--- config.mk ---
export PLATFORM = sky130hd
export DESIGN_NAME = radar_frame_presence_relay
export DESIGN_NICKNAME = d
export VERILOG_FILES = /design/src/rfpr_pkg.sv /design/src/rfpr_parser.sv /design/src/rfpr_presence.sv /design/src/radar_frame_presence_relay.sv
export SDC_FILE = /design/constraint.sdc
export NUM_CORES = 1
export LEC_CHECK = 0
export BUFFER_PORTS_ARGS = -buffer_cell sky130_fd_sc_hd__buf_4
export CORE_ASPECT_RATIO = 1.25
export CORE_MARGIN = 1
export CORE_UTILIZATION = 55
export CTS_BUF_LIST = sky130_fd_sc_hd__clkbuf_16
export CTS_CLUSTER_SIZE = 10
export DETAILED_ROUTE_END_ITERATION = 6
export MAX_ROUTING_LAYER = met4
export PLACE_DENSITY = 0.78
export SKIP_CTS_REPAIR_TIMING = 1
export SLEW_MARGIN = 20
export SYNTH_ARGS = -nofsm -noshare
export SYNTH_HDL_FRONTEND = slang
export SYNTH_SLANG_ARGS = --single-unit
--- constraint.sdc ---
create_clock -name clk -period 5 [get_ports clk]
set_input_delay 0.25 -clock clk [delete_from_list [all_inputs] [get_ports clk]]
set_output_delay 0.25 -clock clk [all_outputs]
set_load 0.02 [all_outputs]
--- src/rfpr_pkg.sv ---
// Shared types, codes and constants of the radar frame presence relay.
package rfpr_pkg;

  localparam int MAX_DATA_LEN_DEF = 40;
  localparam int TIMER_W = 16;
  localparam int CFG_IDX_W = 2;

  localparam logic [TIMER_W-1:0] ON_DELAY_RST = 16'd2000;
  localparam logic [TIMER_W-1:0] HOLD_MS_RST = 16'd2000;
  localparam logic [TIMER_W-1:0] TIMEOUT_MS_RST = 16'd150;
  localparam logic [TIMER_W-1:0] TIMER_MAX = '1;

  typedef enum logic [CFG_IDX_W-1:0] {
    CFG_ON_DELAY   = 2'd0,
    CFG_HOLD_MS    = 2'd1,
    CFG_TIMEOUT_MS = 2'd2
  } cfg_index_t;

  localparam logic OP_BYTE = 1'b0;
  localparam logic OP_TICK = 1'b1;

  localparam logic [7:0] PAYLOAD_TYPE_TARGET = 8'h02;
  localparam logic [7:0] PAYLOAD_HEAD = 8'hAA;

  typedef struct packed {
    logic       accepted;
    logic [7:0] target;
  } frame_t;

  function automatic logic [7:0] header_byte(input logic [1:0] idx);
    logic [7:0] b;
    case (idx)
      2'd0: b = 8'hF4;
      2'd1: b = 8'hF3;
      2'd2: b = 8'hF2;
      default: b = 8'hF1;
    endcase
    return b;
  endfunction

  function automatic logic [7:0] trailer_byte(input logic [1:0] idx);
    logic [7:0] b;
    case (idx)
      2'd0: b = 8'hF8;
      2'd1: b = 8'hF7;
      2'd2: b = 8'hF6;
      default: b = 8'hF5;
    endcase
    return b;
  endfunction

  function automatic logic [TIMER_W-1:0] sat_inc(input logic [TIMER_W-1:0] v);
    return (v == TIMER_MAX) ? v : v + 1'b1;
  endfunction

endpackage

--- src/rfpr_parser.sv ---
// Frame deframer with idle timeout, one update per processed item.
module rfpr_parser
  import rfpr_pkg::*;
#(
  parameter int MaxDataLen = MAX_DATA_LEN_DEF
) (
  input  logic               clk,
  input  logic               rst,
  input  logic               step,
  input  logic               op,
  input  logic [7:0]         rx_byte,
  input  logic [TIMER_W-1:0] timeout_ms,
  output frame_t             frame
);

  localparam int LenW = $clog2(MaxDataLen + 1);

  typedef enum logic [1:0] {
    PH_SYNC = 2'd0,
    PH_LEN  = 2'd1,
    PH_DATA = 2'd2,
    PH_END  = 2'd3
  } phase_t;

  phase_t             phase, phase_next;
  logic [1:0]         header_index, header_index_next;
  logic [LenW-1:0]    byte_count, byte_count_next;
  logic [LenW-1:0]    payload_length, payload_length_next;
  logic [TIMER_W-1:0] idle_counter, idle_counter_next;
  logic [7:0]         head [3];
  logic               head_we;
  logic [LenW:0]      count_inc;

  assign count_inc = {1'b0, byte_count} + 1'b1;
  assign head_we = step && (op == OP_BYTE) && (phase == PH_DATA) &&
                   (count_inc <= (LenW + 1)'(3));

  always_comb begin
    phase_next = phase;
    header_index_next = header_index;
    byte_count_next = byte_count;
    payload_length_next = payload_length;
    idle_counter_next = idle_counter;
    frame = '0;
    if (op == OP_BYTE) begin
      idle_counter_next = '0;
      unique case (phase)
        PH_SYNC: begin
          if (rx_byte == header_byte(header_index)) begin
            if (header_index == 2'd3) begin
              phase_next = PH_LEN;
              header_index_next = '0;
              byte_count_next = '0;
            end else begin
              header_index_next = header_index + 1'b1;
            end
          end else begin
            header_index_next = (rx_byte == header_byte(2'd0)) ? 2'd1 : 2'd0;
          end
        end
        PH_LEN: begin
          if (byte_count == '0) begin
            payload_length_next = (int'(rx_byte) <= MaxDataLen) ?
                                  rx_byte[LenW-1:0] : '0;
            byte_count_next = LenW'(1);
          end else if (rx_byte != 8'd0 || payload_length == '0) begin
            phase_next = PH_SYNC;
            header_index_next = '0;
            byte_count_next = '0;
          end else begin
            phase_next = PH_DATA;
            byte_count_next = '0;
          end
        end
        PH_DATA: begin
          if (count_inc >= {1'b0, payload_length}) begin
            phase_next = PH_END;
            byte_count_next = '0;
          end else begin
            byte_count_next = count_inc[LenW-1:0];
          end
        end
        PH_END: begin
          if (rx_byte != trailer_byte(byte_count[1:0])) begin
            phase_next = PH_SYNC;
            header_index_next = '0;
            byte_count_next = '0;
          end else if (byte_count[1:0] != 2'd3) begin
            byte_count_next = count_inc[LenW-1:0];
          end else begin
            phase_next = PH_SYNC;
            header_index_next = '0;
            byte_count_next = '0;
            if (payload_length >= LenW'(3) && head[0] == PAYLOAD_TYPE_TARGET &&
                head[1] == PAYLOAD_HEAD) begin
              frame.accepted = 1'b1;
              frame.target = head[2];
            end
          end
        end
        default: begin
          phase_next = PH_SYNC;
        end
      endcase
    end else begin
      idle_counter_next = sat_inc(idle_counter);
      if (phase != PH_SYNC && idle_counter_next > timeout_ms) begin
        phase_next = PH_SYNC;
        header_index_next = '0;
        byte_count_next = '0;
      end
    end
  end

  always_ff @(posedge clk) begin
    if (rst) begin
      phase <= PH_SYNC;
      header_index <= '0;
      byte_count <= '0;
      payload_length <= '0;
      idle_counter <= '0;
    end else if (step) begin
      phase <= phase_next;
      header_index <= header_index_next;
      byte_count <= byte_count_next;
      payload_length <= payload_length_next;
      idle_counter <= idle_counter_next;
    end
  end

  always_ff @(posedge clk) begin
    if (head_we) begin
      head[byte_count[1:0]] <= rx_byte;
    end
  end

  a_accept_only_on_byte: assert property (@(posedge clk) disable iff (rst)
    frame.accepted |-> (op == OP_BYTE) && (phase == PH_END))
    else $error("frame accepted outside the trailer phase");

  a_count_in_range: assert property (@(posedge clk) disable iff (rst)
    (phase == PH_DATA) |-> (byte_count < payload_length))
    else $error("payload count ran past the payload length");

  a_tick_clears_to_sync: assert property (@(posedge clk) disable iff (rst)
    step && (op == OP_TICK) && (phase != PH_SYNC) &&
    (sat_inc(idle_counter) > timeout_ms) |=> (phase == PH_SYNC) && (byte_count == '0))
    else $error("stuck parser not released by the idle timeout");

endmodule

--- src/rfpr_presence.sv ---
// Presence timers and relay decision.
module rfpr_presence
  import rfpr_pkg::*;
(
  input  logic               clk,
  input  logic               rst,
  input  logic               step,
  input  logic               op,
  input  frame_t             frame,
  input  logic [TIMER_W-1:0] on_delay,
  input  logic [TIMER_W-1:0] hold_ms,
  output logic               relay_on
);

  logic               detecting, detecting_next;
  logic [TIMER_W-1:0] since_first, since_first_next;
  logic [TIMER_W-1:0] since_last, since_last_next;
  logic               relay_state, relay_next;

  always_comb begin
    detecting_next = detecting;
    since_first_next = since_first;
    since_last_next = since_last;
    relay_next = relay_state;
    if (op == OP_BYTE) begin
      if (frame.accepted && frame.target != 8'd0) begin
        since_last_next = '0;
        if (!detecting) begin
          detecting_next = 1'b1;
          since_first_next = '0;
        end
      end
    end else if (detecting) begin
      since_first_next = sat_inc(since_first);
      since_last_next = sat_inc(since_last);
    end
    if (detecting_next) begin
      if (since_last_next >= hold_ms) begin
        detecting_next = 1'b0;
        relay_next = 1'b0;
      end else if (!relay_state && since_first_next >= on_delay) begin
        relay_next = 1'b1;
      end
    end
  end

  assign relay_on = relay_next;

  always_ff @(posedge clk) begin
    if (rst) begin
      detecting <= 1'b0;
      since_first <= '0;
      since_last <= '0;
      relay_state <= 1'b0;
    end else if (step) begin
      detecting <= detecting_next;
      since_first <= since_first_next;
      since_last <= since_last_next;
      relay_state <= relay_next;
    end
  end

  a_relay_needs_detect: assert property (@(posedge clk) disable iff (rst)
    relay_state |-> detecting)
    else $error("relay on without an active detection");

  a_relay_rises_on_confirm: assert property (@(posedge clk) disable iff (rst)
    step && !relay_state && relay_next |=> detecting && (since_first >= on_delay))
    else $error("relay switched on before the confirm time");

endmodule

--- src/radar_frame_presence_relay.sv ---
// Top level of the radar frame presence relay: input stage, result stage and configuration.
// Each transfer on the input stream is a received radar byte or a one-millisecond tick, and
// each one gives exactly one result transfer carrying the relay drive and, when the byte ends
// a valid target report, the target state. An item is held in the input register,
// is processed by the deframer and presence logic on its way into the result register, and
// one item per cycle is sustained while the output side keeps taking results. Configuration
// registers are written through their own channel, which is always ready; the user must write
// them only while no item is in flight, since the block itself does not enforce this.
module radar_frame_presence_relay
  import rfpr_pkg::*;
#(
  parameter int MAX_DATA_LEN = MAX_DATA_LEN_DEF
) (
  input  logic                 clk,
  input  logic                 rst,
  input  logic                 s_tvalid,
  output logic                 s_tready,
  input  logic [7:0]           s_tdata,   // [7:0] rx_byte
  input  logic                 s_tuser,   // [0] operation
  output logic                 m_tvalid,
  input  logic                 m_tready,
  output logic [15:0]          m_tdata,   // [0] relay_on, [8:1] target_state, [15:9] zero
  output logic                 m_tuser,   // [0] frame_accepted
  input  logic                 cfg_valid,
  output logic                 cfg_ready,
  input  logic [CFG_IDX_W-1:0] cfg_index,
  input  logic [TIMER_W-1:0]   cfg_data
);

  logic               in_valid;
  logic               in_op;
  logic [7:0]         in_byte;
  logic               advance;
  logic [TIMER_W-1:0] on_delay, hold_ms, timeout_ms;
  frame_t             frame;
  logic               relay_on;
  logic               res_relay;
  logic               res_acc;
  logic [7:0]         res_target;

  assign advance = in_valid && (!m_tvalid || m_tready);
  assign s_tready = !in_valid || advance;
  assign cfg_ready = 1'b1;

  always_ff @(posedge clk) begin
    if (rst) begin
      on_delay <= ON_DELAY_RST;
      hold_ms <= HOLD_MS_RST;
      timeout_ms <= TIMEOUT_MS_RST;
    end else if (cfg_valid) begin
      unique case (cfg_index)
        CFG_ON_DELAY:   on_delay <= cfg_data;
        CFG_HOLD_MS:    hold_ms <= cfg_data;
        CFG_TIMEOUT_MS: timeout_ms <= cfg_data;
        default: begin
        end
      endcase
    end
  end

  always_ff @(posedge clk) begin
    if (rst) begin
      in_valid <= 1'b0;
    end else if (s_tvalid && s_tready) begin
      in_valid <= 1'b1;
    end else if (advance) begin
      in_valid <= 1'b0;
    end
  end

  always_ff @(posedge clk) begin
    if (s_tvalid && s_tready) begin
      in_op <= s_tuser;
      in_byte <= s_tdata;
    end
  end

  rfpr_parser #(
    .MaxDataLen(MAX_DATA_LEN)
  ) u_parser (
    .clk       (clk),
    .rst       (rst),
    .step      (advance),
    .op        (in_op),
    .rx_byte   (in_byte),
    .timeout_ms(timeout_ms),
    .frame     (frame)
  );

  rfpr_presence u_presence (
    .clk       (clk),
    .rst       (rst),
    .step      (advance),
    .op        (in_op),
    .frame     (frame),
    .on_delay  (on_delay),
    .hold_ms   (hold_ms),
    .relay_on  (relay_on)
  );

  always_ff @(posedge clk) begin
    if (rst) begin
      m_tvalid <= 1'b0;
    end else if (advance) begin
      m_tvalid <= 1'b1;
    end else if (m_tready) begin
      m_tvalid <= 1'b0;
    end
  end

  always_ff @(posedge clk) begin
    if (advance) begin
      res_relay <= relay_on;
      res_acc <= frame.accepted;
      res_target <= frame.target;
    end
  end

  assign m_tdata = {7'd0, res_target, res_relay};
  assign m_tuser = res_acc;

  a_no_target_without_frame: assert property (@(posedge clk) disable iff (rst)
    m_tvalid && !m_tuser |-> (m_tdata[8:1] == 8'd0))
    else $error("target state present without an accepted frame");

  a_accepted_item_held: assert property (@(posedge clk) disable iff (rst)
    s_tvalid && s_tready |=> in_valid)
    else $error("accepted transfer lost from the input stage");

  a_stalled_item_kept: assert property (@(posedge clk) disable iff (rst)
    in_valid && !advance |=> in_valid && $stable(in_op) && $stable(in_byte))
    else $error("input stage changed while the result side stalled");

endmodule
# --- Word-level counts from Yosys, hierarchy flattened ---
# Memories as Yosys holds them, arrays and structs flattened.
# Index checks and enable logic that the tools add are counted.
# W data, S select, Z words.
op_classes:
  bitwise: 1
  mux: 62
  eq_ne: 26
  n_lt_le_gt_ge: 7
  n_addsub: 5
  reduce_logical: 35
ops:
  columns: ["operator", "count"]
  rows:
  - ["$mux W16", 11]
  - ["$add A16 B1 Y16 const B", 3]
  - ["$eq A16 B16 Y1 const B", 3]
  - ["$mux W6", 8]
  - ["$mux W9", 5]
  - ["$ge A16 B16 Y1", 2]
  - ["$mux W8", 4]
  - ["$mux W2", 14]
  - ["$pmux W6 S4", 1]
  - ["$eq A8 B8 Y1 const B", 2]
  - ["$gt A16 B16 Y1", 1]
  - ["$reduce_bool A8 Y1", 2]
  - ["$mux W1", 15]
  - ["$eq A2 B2 Y1 const B", 6]
  - ["$logic_not A6 Y1", 2]
  - ["$pmux W4 S3", 1]
  - ["$logic_and A1 B1 Y1", 10]
  - ["$ne A3 B2 Y1 const B", 3]
  - ["$pmux W3 S3", 1]
  - ["$eq A2 B1 Y1 const B", 4]
  - ["$eq A8 B2 Y1 const B", 1]
  - ["$eq A8 B8 Y1", 1]
  - ["$le A8 B6 Y1 const B", 1]
  - ["$logic_not A2 Y1", 4]
  - ["21 further kinds", 31]
word_totals:
  out_inout_bits: 20
  memories: 1
  elab_cells: 156
  ff_bits: 135
  mem_bits_rw: 24
mem_list:
  columns: ["name", "words", "word_bits", "rd", "rd_ports_with_merged_regs", "write_ports", "line_no", "rtl"]
  rows:
  - ["u_parser.head", 3, 8, 3, 0, 1, "rfpr_parser.sv:30", "logic [7:0] head [3];"]

# --- Logic depth before layout (Yosys ltp) ---
# Gate-level depths: netlist of the first run.
# An unclocked memory read counts as a cell.
depth:
  word_depth: 18
  ltp_mapped: 16

# --- Modules after synthesis ---
# From an unflattened synthesis of the first run, not the netlist that was laid out.
hier_totals:
  hier_cells: 1062
  area_unflattened_um2: 9470.3
modules_own_cells:
  columns: ["mod", "area_per_inst_um2", "instances", "cells_per_inst"]
  rows:
  - ["rfpr_parser", 3633.5, 1, 417]
  - ["rfpr_presence", 3144.3, 1, 419]
  - ["radar_frame_presence_relay", 2692.6, 1, 226]

# --- Worst setup path after synthesis of the first run ---
# Ideal clock, no wire load.
synth_timing:
  kind: "reg-to-reg"
  from: "reg u_parser.byte_count[0]"
  to: "reg res_relay (data pin)"
  period_less_slack_ps: 4059
  setup_ps: 131
  path_buffers: 1
  setup_slack_ps: 941
  path_stages_with_launch: 17
  arrival_ps: 3928
  cell_sequence: "dfxtp_1 inv_1 ha_1 xnor2_1 or4_1 nor4_4 nand2_1 buf_2 nand2_1 mux2i_1 ha_1 a2111oi_0 o21ai_0 a311o_1 a2111o_1 a221oi_1 a31o_1"
synth_lines:
  columns: ["element", "line_no", "rtl"]
  rows:
  - ["from (decl)", "rfpr_parser.sv:27", "logic [LenW-1:0] byte_count, byte_count_next;"]
  - ["from (signal assigned)", "rfpr_parser.sv:125", "byte_count <= byte_count_next;"]
  - ["$eq A2 B2 Y1 (tied with other cells)", "rfpr_pkg.sv:43", "case (idx)"]
  - ["$pmux W4 S3", "rfpr_pkg.sv:43", null]
  - ["$mux W8", "rfpr_parser.sv:47", "unique case (phase)"]
  - ["$mux W8", "rfpr_parser.sv:45", "if (op == OP_BYTE) begin"]
  - ["$ne A8 B8 Y1", "rfpr_parser.sv:84", "if (rx_byte != trailer_byte(byte_count[1:0])) begin"]
  - ["$mux W9 (*)", "rfpr_parser.sv:84", null]
  - ["$mux W9 (*)", "rfpr_parser.sv:47", null]
  - ["$mux W9 (*)", "rfpr_parser.sv:45", null]
  - ["$reduce_bool A8 Y1", "rfpr_presence.sv:26", "if (frame.accepted && frame.target != 8'd0) begin"]
  - ["$logic_and A1 B1 Y1 (*)", "rfpr_presence.sv:26", null]
  - ["$mux W16 (*)", "rfpr_presence.sv:26", null]
  - ["$mux W16 (*)", "rfpr_presence.sv:25", "if (op == OP_BYTE) begin"]
  - ["named net u_presence.since_last_next[3]", "rfpr_presence.sv:17", "logic [TIMER_W-1:0] since_last, since_last_next;"]
  - ["$ge A16 B16 Y1 (*)", "rfpr_presence.sv:38", "if (since_last_next >= hold_ms) begin"]
  - ["$mux W1 (*)", "rfpr_presence.sv:38", null]
  - ["$mux W1 (*)", "rfpr_presence.sv:37", "if (detecting_next) begin"]
  - ["named net relay_on", "radar_frame_presence_relay.sv:36", "logic relay_on;"]
  - ["to (signal assigned)", "radar_frame_presence_relay.sv:113", "res_relay <= relay_on;"]
  - ["to (decl)", "radar_frame_presence_relay.sv:37", "logic res_relay;"]
# Mark *: on every way through the listed nets, which the timed path passes. The rest lies on a longest branch. The select of a mux whose other input is x is not followed.
# A chain may end at the register's enable or synchronous reset.

# --- Worst setup path in the final report of the first run ---
layout_timing:
  from: "reg u_parser.byte_count[1]"
  to: "reg res_relay (data pin)"
# The elaborated chain is that of the path after synthesis.

==> results of run 1 <==
-- stage by stage --
stage	hold WS, ps	setup WS (ps)	total power, mW	instance area (um^2)
2_1_floorplan	348.9	940.9	1.497	9175
3_3_place_gp	428.3	753.4	1.558	9565
3_5_place_dp	429.4	637.8	1.561	9565
4_1_cts	-15.31	520.6	2.743	10100
5_1_grt	88.26	163.5	2.821	10190
6_report	65.12	523.5	2.734	10190
-- state kept, by name, indices dropped and copies added (netlist names), 2 cells and up --
name / flops
u_parser.header_index: 2
timeout_ms: 16
on_delay: 16
u_presence.since_last: 16
u_parser.byte_count: 6
u_presence.since_first: 16
in_byte: 8
res_target: 8
u_parser.payload_length: 6
u_parser.head: 24
hold_ms: 16
u_parser.idle_counter: 16
u_parser.phase: 2
-- cells by family after synthesis --
family,after synthesis,share of synthesized area
xor gates and xnor gates,25,0.02392
AOI/OAI and AO/OA,267,0.1964
buffers and inverters,128,0.05878
other,2,0.0008205
and+or+nand+nor,400,0.2191
muxes,13,0.01449
adders and majority gates,67,0.09159
DFF,159,0.3948
-- layout make-up --
type                            count  area share
Clock buffer                       17     0.04174
Inverter                           66     0.02431
Multi-Input combinational cell    780      0.4934
Clock inverter                     15     0.01080
Tap cell                          216     0.02652
Timing Repair Buffer               63     0.04862
Sequential cell                   159      0.3546
-- cell usage in the layout (no fill, tap or decap), drive strengths merged, types with 14 or more instances in the layout --
cell    instances
a21oi          88
a311oi         18
and2           15
and3           16
buf            54
clkbuf         17
dfxtp         116
edfxtp         43
ha             67
inv            73
nand2         135
nand3          45
nand4          31
nor2           77
nor3           17
o21ai          50
xnor2          14
-- path summary, 6_finish.rpt --
check / endpoint
worst max-delay path: res_relay
worst min-delay path: in_valid
worst max register to register: res_relay
worst min register to register: on_delay[14]
-- power breakdown --
part           internal [mW]  total [mW]  switching (mW)
registers               1.35        1.36          0.0184
clock network          0.639        1.19           0.554
logic                 0.0618       0.177           0.115
-- worst max-delay path, stage by stage (launching register included) --
cell and delay (ps):
dfxtp_1 450, inv_1 120, ha_1 200, xnor2_1 130, or4_1 610, nor4_4 180, nand2_1 280, buf_4 300
nand2_1 90, mux2i_1 80, ha_1 190, a2111oi_0 400, o21ai_0 160, a311o_1 330, a2111o_1 420, a221oi_1 250
a31o_1 140
-- metal layers --
metal  up-vias  GRT usage  part of all wire
met5         -          -                 0
met1      3795     0.2972              0.41
met4         0     0.1260             0.034
met3        61    0.04531             0.045
met2       233     0.4642              0.51
li1       3908          -                 -
==> metrics.md, run 1 <==
| Metric | Value |
|---|---|
| Share of layout cells above drive strength 1 | 0.1036 |
| Buffers on Ports | 43 |
| Die Y | 146.2 um |
| Clock transition at path regs | 70 ps |
| Final setup vio count | 0 |
| Die width | 117.4 um |
| Unrepaired setup endpoints after global routing | false |
| # diodes | 0 |
| Top cells by area, synth | dfxtp_1, edfxtp_1, ha_1, nand2_1, a21oi_1 |
| Critical Path AT | 4770 ps |
| Yosys top cell area share | 0.2537 |
| Min Clock Period, post-route | 4477 ps |
| CTS sink cnt | 159 |
| F_max | 0.2234 GHz |
| Crit. End Element | flip-flop |
| Via Count | 7997 |
| Period utilisation layout | 0.8953 |
| Hold Startpoint | s_tvalid |
| VDD IR max | 0.0002208 V |
| Die area | 0.01716 mm^2 |
| Worst slew pin tran | 1030 ps |
| Later-pin clock latency in the skew report | 430 ps |
| Register area | 0.003613 mm^2 |
| Initial antenna violation count | 0 |
| Largest net degree at the start of global routing | 93 |
| Number of global-route vias before repair | 7518 |
| Placed Cells | 1275 |
| Hold WC Path Type | input pin to flip-flop |
| Total track usage | 0.2672 |
| Outcome | finished clean |
| Reg2reg start | u_parser.byte_count[1] |
| Via density per instance | 6.077 |
| Multi-input gate area | 0.005029 mm^2 |
| FILL cells | 1393 |
| Non-filler instance count after layout | 1316 |
| Starting DRT DRC Count | 475 |
| First-pass GRT wire length | 35900 um |
| Startpoint Class | flip-flop |
| Aggregate negative setup slack | 0 ps |
| Max-Cap Viols | 0 |
| Routed len/inst | 16.55 um |
| CTS buffer count | 17 |
| Hold depth | 3 |
| Most frequent cell after synthesis | nand2_1 |
| Post-synthesis cell type count | 77 |
| Layout area overhead | 11.35% |
| Slew headroom | 0.3125 |
| Slew Viols, Final | 0 |
| Clock Tree Root | clkbuf_16 |
| Final core utilization | 0.6265 |
| Antenna-violating nets left | 0 |
| Post-synth EDFFs | 43 |
| Mapped Area | 0.009153 mm^2 |
| Number of remaining DRC errors | 0 |
| Crit path from | u_parser.byte_count[1] |
| CTS tree | built |
| Yosys warning total | 0 |
| Syn_area_per_cell | 8.626 um^2 |
| Num ports | 52 |
| Pwr Density | 268.2 mW/mm^2 |
| Sequential share of the synthesized area | 0.3948 |
| Clock Path Buffers | 2 |
| Yosys reg bits | 159 |
| Num rows | 52 |
| Nets | 1186 |
| Post-synth ARST share | 0 |
| Detailed-placement wirelength estimate | 15380 um |
| GPL Wtd Cong | 0.9385 |
| Critical Path RT | 5300 ps |
| Worst-path maximum fanout | 17 |
| First drt pass iteration count | 5 |
| Clock Skew | 9.396 ps |
| Register-to-register setup slack | 520 ps |
| Core Region | 0.01627 mm^2 |
| Gr ovfl total | 0 |
| Crit path kind | flip-flop to flip-flop |
| Fin. Hold Viols | 0 |
| Top post-synthesis cells by count | nand2_1, dfxtp_1, a21oi_1, nor2_1, ha_1 |
| Reg2Reg Depth | 16 |
| Ys flop type | dfxtp_1 |
| Synth area leader | dfxtp_1 |
| Starting Density | 0.5627 |
| Synthesized instance count | 1061 |
| # H-tree levels | 4 |
| Leak Pwr | 3.997 nW |
| Final WL | 21780 um |
Power figures use the tool's default switching activity.
==> inputs of run 2 (changes only) <==
==> constraint.sdc (replaced) <==
create_clock -name clk -period 4.8 [get_ports clk]
set_input_delay 0.24 -clock clk [delete_from_list [all_inputs] [get_ports clk]]
set_output_delay 0.24 -clock clk [all_outputs]
set_load 0.02 [all_outputs]
==> metrics.md, run 2 (synthesized netlist as in run 1, its figures left out) <==
| Metric | Value |
|---|---|
| Detailed-placement wirelength estimate | 15640 um (+1.7%) |
| # diodes | 0 (unchanged) |
| Worst-path maximum fanout | 11 (-6) |
| Critical Path AT | 4730 ps (-40 ps) |
| Clock transition at path regs | 70 ps (about the same) |
| Crit path kind | flip-flop to flip-flop |
| CTS sink cnt | 159 (unchanged) |
| Psw | 780.9 uW (+14%) |
| Nets | 1186 (unchanged) |
| Slew headroom | 0.3237 (+0.01120) |
| Fin. Hold Viols | 0 (unchanged) |
| Total track usage | 0.2709 (+0.003610) |
| Critical Path RT | 4990 ps (-310 ps) |
| First-pass GRT wire length | 36250 um (+0.96%) |
| Reg2reg start | u_parser.byte_count[0] |
| # H-tree levels | 4 (unchanged) |
| Layout area overhead | 11.92% |
| Power Internal | 2.164 mW (+5.8%) |
| Share of layout cells above drive strength 1 | 0.1064 (+0.002727) |
| Pwr Density | 287.5 mW/mm^2 (+7.2%) |
| Num rows | 52 (unchanged) |
| Crit. End Element | flip-flop |
| Placement Setup Slack | 327.1 ps (-310.7 ps) |
| Non-filler instance count after layout | 1316 (unchanged) |
| Commonest non-fill, non-tap cell in the layout | nand2_1 |
| Reg2Reg Depth | 16 (unchanged) |
| Hold depth | 3 (unchanged) |
| GPL Wtd Cong | 0.9172 (-2.3%) |
| CTS buffer count | 17 (unchanged) |
| Most frequent cells in the layout | nand2_1, dfxtp_1, a21oi_1 |
| Buffers on Ports | 43 (unchanged) |
| Comb power frac | 0.063 (-0.002) |
| Hold Startpoint | s_tvalid |
| Num ports | 52 (unchanged) |
| Placed Cells | 1275 (unchanged) |
| FILL cells | 1373 (-1.4%) |
| WHS Endpoint | in_valid |
| Die width | 117.4 um (unchanged) |
| CTS tree | built |
| Number of remaining DRC errors | 0 (unchanged) |
| Max reg flops | 24 (unchanged) |
| Core Region | 0.01627 mm^2 (unchanged) |
| Slew Viols, Final | 0 (unchanged) |
| First drt pass iteration count | 5 (unchanged) |
| Gr ovfl total | 0 (unchanged) |
| Leak Pwr | 4.027 nW (+0.74%) |
| Via density per instance | 5.968 (-1.8%) |
| Setup ws final | 267.6 ps (-255.8 ps) |
| Final setup vio count | 0 (unchanged) |
| Number of global-route vias before repair | 7610 (+1.2%) |
| Max-Cap Viols | 0 (unchanged) |
| Initial antenna violation count | 0 (unchanged) |
| Register share of total power | 0.482 (-0.017) |
| Routed len/inst | 16.76 um (+1.3%) |
| Register-to-register setup slack | 270 ps (-260 ps) |
| Via Count | 7854 (-1.8%) |
| Clock Skew | 10.80 ps (+1.399 ps) |
| Switching part of the total | 0.2651 (+0.01346) |
| Worst slew pin tran | 1013 ps (-16.78 ps) |
| Starting Density | 0.5627 (unchanged) |
| Die area | 0.01716 mm^2 (unchanged) |
| Hold WC Path Type | input pin to flip-flop |
| Outcome | finished clean |
| Aggregate negative setup slack | 0 ps (unchanged) |
| Clock Path Buffers | 2 (unchanged) |
| End of the worst register-to-register path | res_relay |
| Startpoint Class | flip-flop |
| Starting DRT DRC Count | 494 (+4.0%) |
| F_max | 0.2206 GHz (-1.2%) |
| Antenna-violating nets left | 0 (unchanged) |
| Final WL | 22060 um (+1.3%) |
| Period utilisation layout | 0.9442 (+0.04894) |
| VDD IR max | 0.0002463 V (+12%) |
| Min Clock Period, post-route | 4532 ps (+55.83 ps) |
| Clock power frac | 0.455 (+0.018) |
| Later-pin clock latency in the skew report | 440 ps (about the same) |
| Unrepaired setup endpoints after global routing | false |
| Hold WS | 18.59 ps (-46.53 ps) |
| Die Y | 146.2 um (unchanged) |
| Clock Tree Root | clkbuf_16 |
| Largest net degree at the start of global routing | 83 (-11%) |
==> run 2: cell types whose count changed in the layout (fill, tap and decap cells not counted), sizes merged <==
cell	previous run	this run
clkinv	4	2
clkinvlp	4	2
inv	73	77
==> run 2: worst max-delay path, cell delays in order, from the launching register on <==
cell       delay (ps)
dfxtp_1           500
inv_1             180
ha_1              240
xnor2_1           130
or4_1             620
nor4_4            200
buf_4             210
and3_1            300
nand3b_1          160
o21ai_0           100
ha_1              300
a21o_1            180
a21o_1            170
a2111oi_0         510
a21o_1            210
a221oi_1           80
a31o_1            200
==> run 2: layout make-up <==
type / count / area, um^2 / area share
multi-input cells: 780 / 5037 / 0.4918
flip-flops and latches: 159 / 3613 / 0.3528
inverters: 66 / 247.7 / 0.02418
clock buffers: 17 / 425.4 / 0.04153
well taps: 216 / 270.3 / 0.02638
clock inverters: 15 / 153.9 / 0.01502
repair buffers: 63 / 495.5 / 0.04837
==> run 2: power by group through the flow <==
stage / Sequential (mW) / Combinational [mW] / Clock, mW
2_1_floorplan: 1.45 / 0.110 / 0
3_3_place_gp: 1.45 / 0.174 / 0
3_5_place_dp: 1.45 / 0.177 / 0
4_1_cts: 1.42 / 0.178 / 1.35
5_1_grt: 1.42 / 0.201 / 1.41
6_report: 1.42 / 0.185 / 1.34
==> run 2: how the worst max path moves through the flow <==
| stage | start | to | slack, ps | cells after the start |
|---|---|---|---|---|
| 2_1_floorplan | u_parser.byte_count[0] | res_relay | 740 | 16 |
| 3_3_place_gp | u_parser.byte_count[0] | res_relay | 440 | 15 |
| 3_5_place_dp | u_parser.byte_count[0] | res_relay | 330 | 15 |
| 4_1_cts | u_parser.byte_count[0] | res_relay | 330 | 15 |
| 5_1_grt | u_parser.byte_count[0] | res_relay | 20 | 16 |
| 6_report | u_parser.byte_count[0] | res_relay | 270 | 16 |
==> run 2: metal layers <==
| layer | global-route usage | routed length [um] | up-vias |
|---|---|---|---|
| met1 | 0.3018 | 9134 | 3696 |
| met5 | - | 0 | - |
| li1 | - | - | 3902 |
| met3 | 0.04180 | 913 | 66 |
| met4 | 0.1318 | 806 | 0 |
| met2 | 0.4710 | 11210 | 190 |
==> run 2: per-stage QoR <==
stage | cell area, um^2 | util | total power [mW]
floorplan | 9175 | - | 1.559
global placement | 9565 | 0.5881 | 1.624
detailed placement | 9572 | 0.5885 | 1.628
CTS | 10150 | 0.6241 | 2.951
global route | 10240 | 0.6298 | 3.036
finish | 10240 | 0.6298 | 2.945
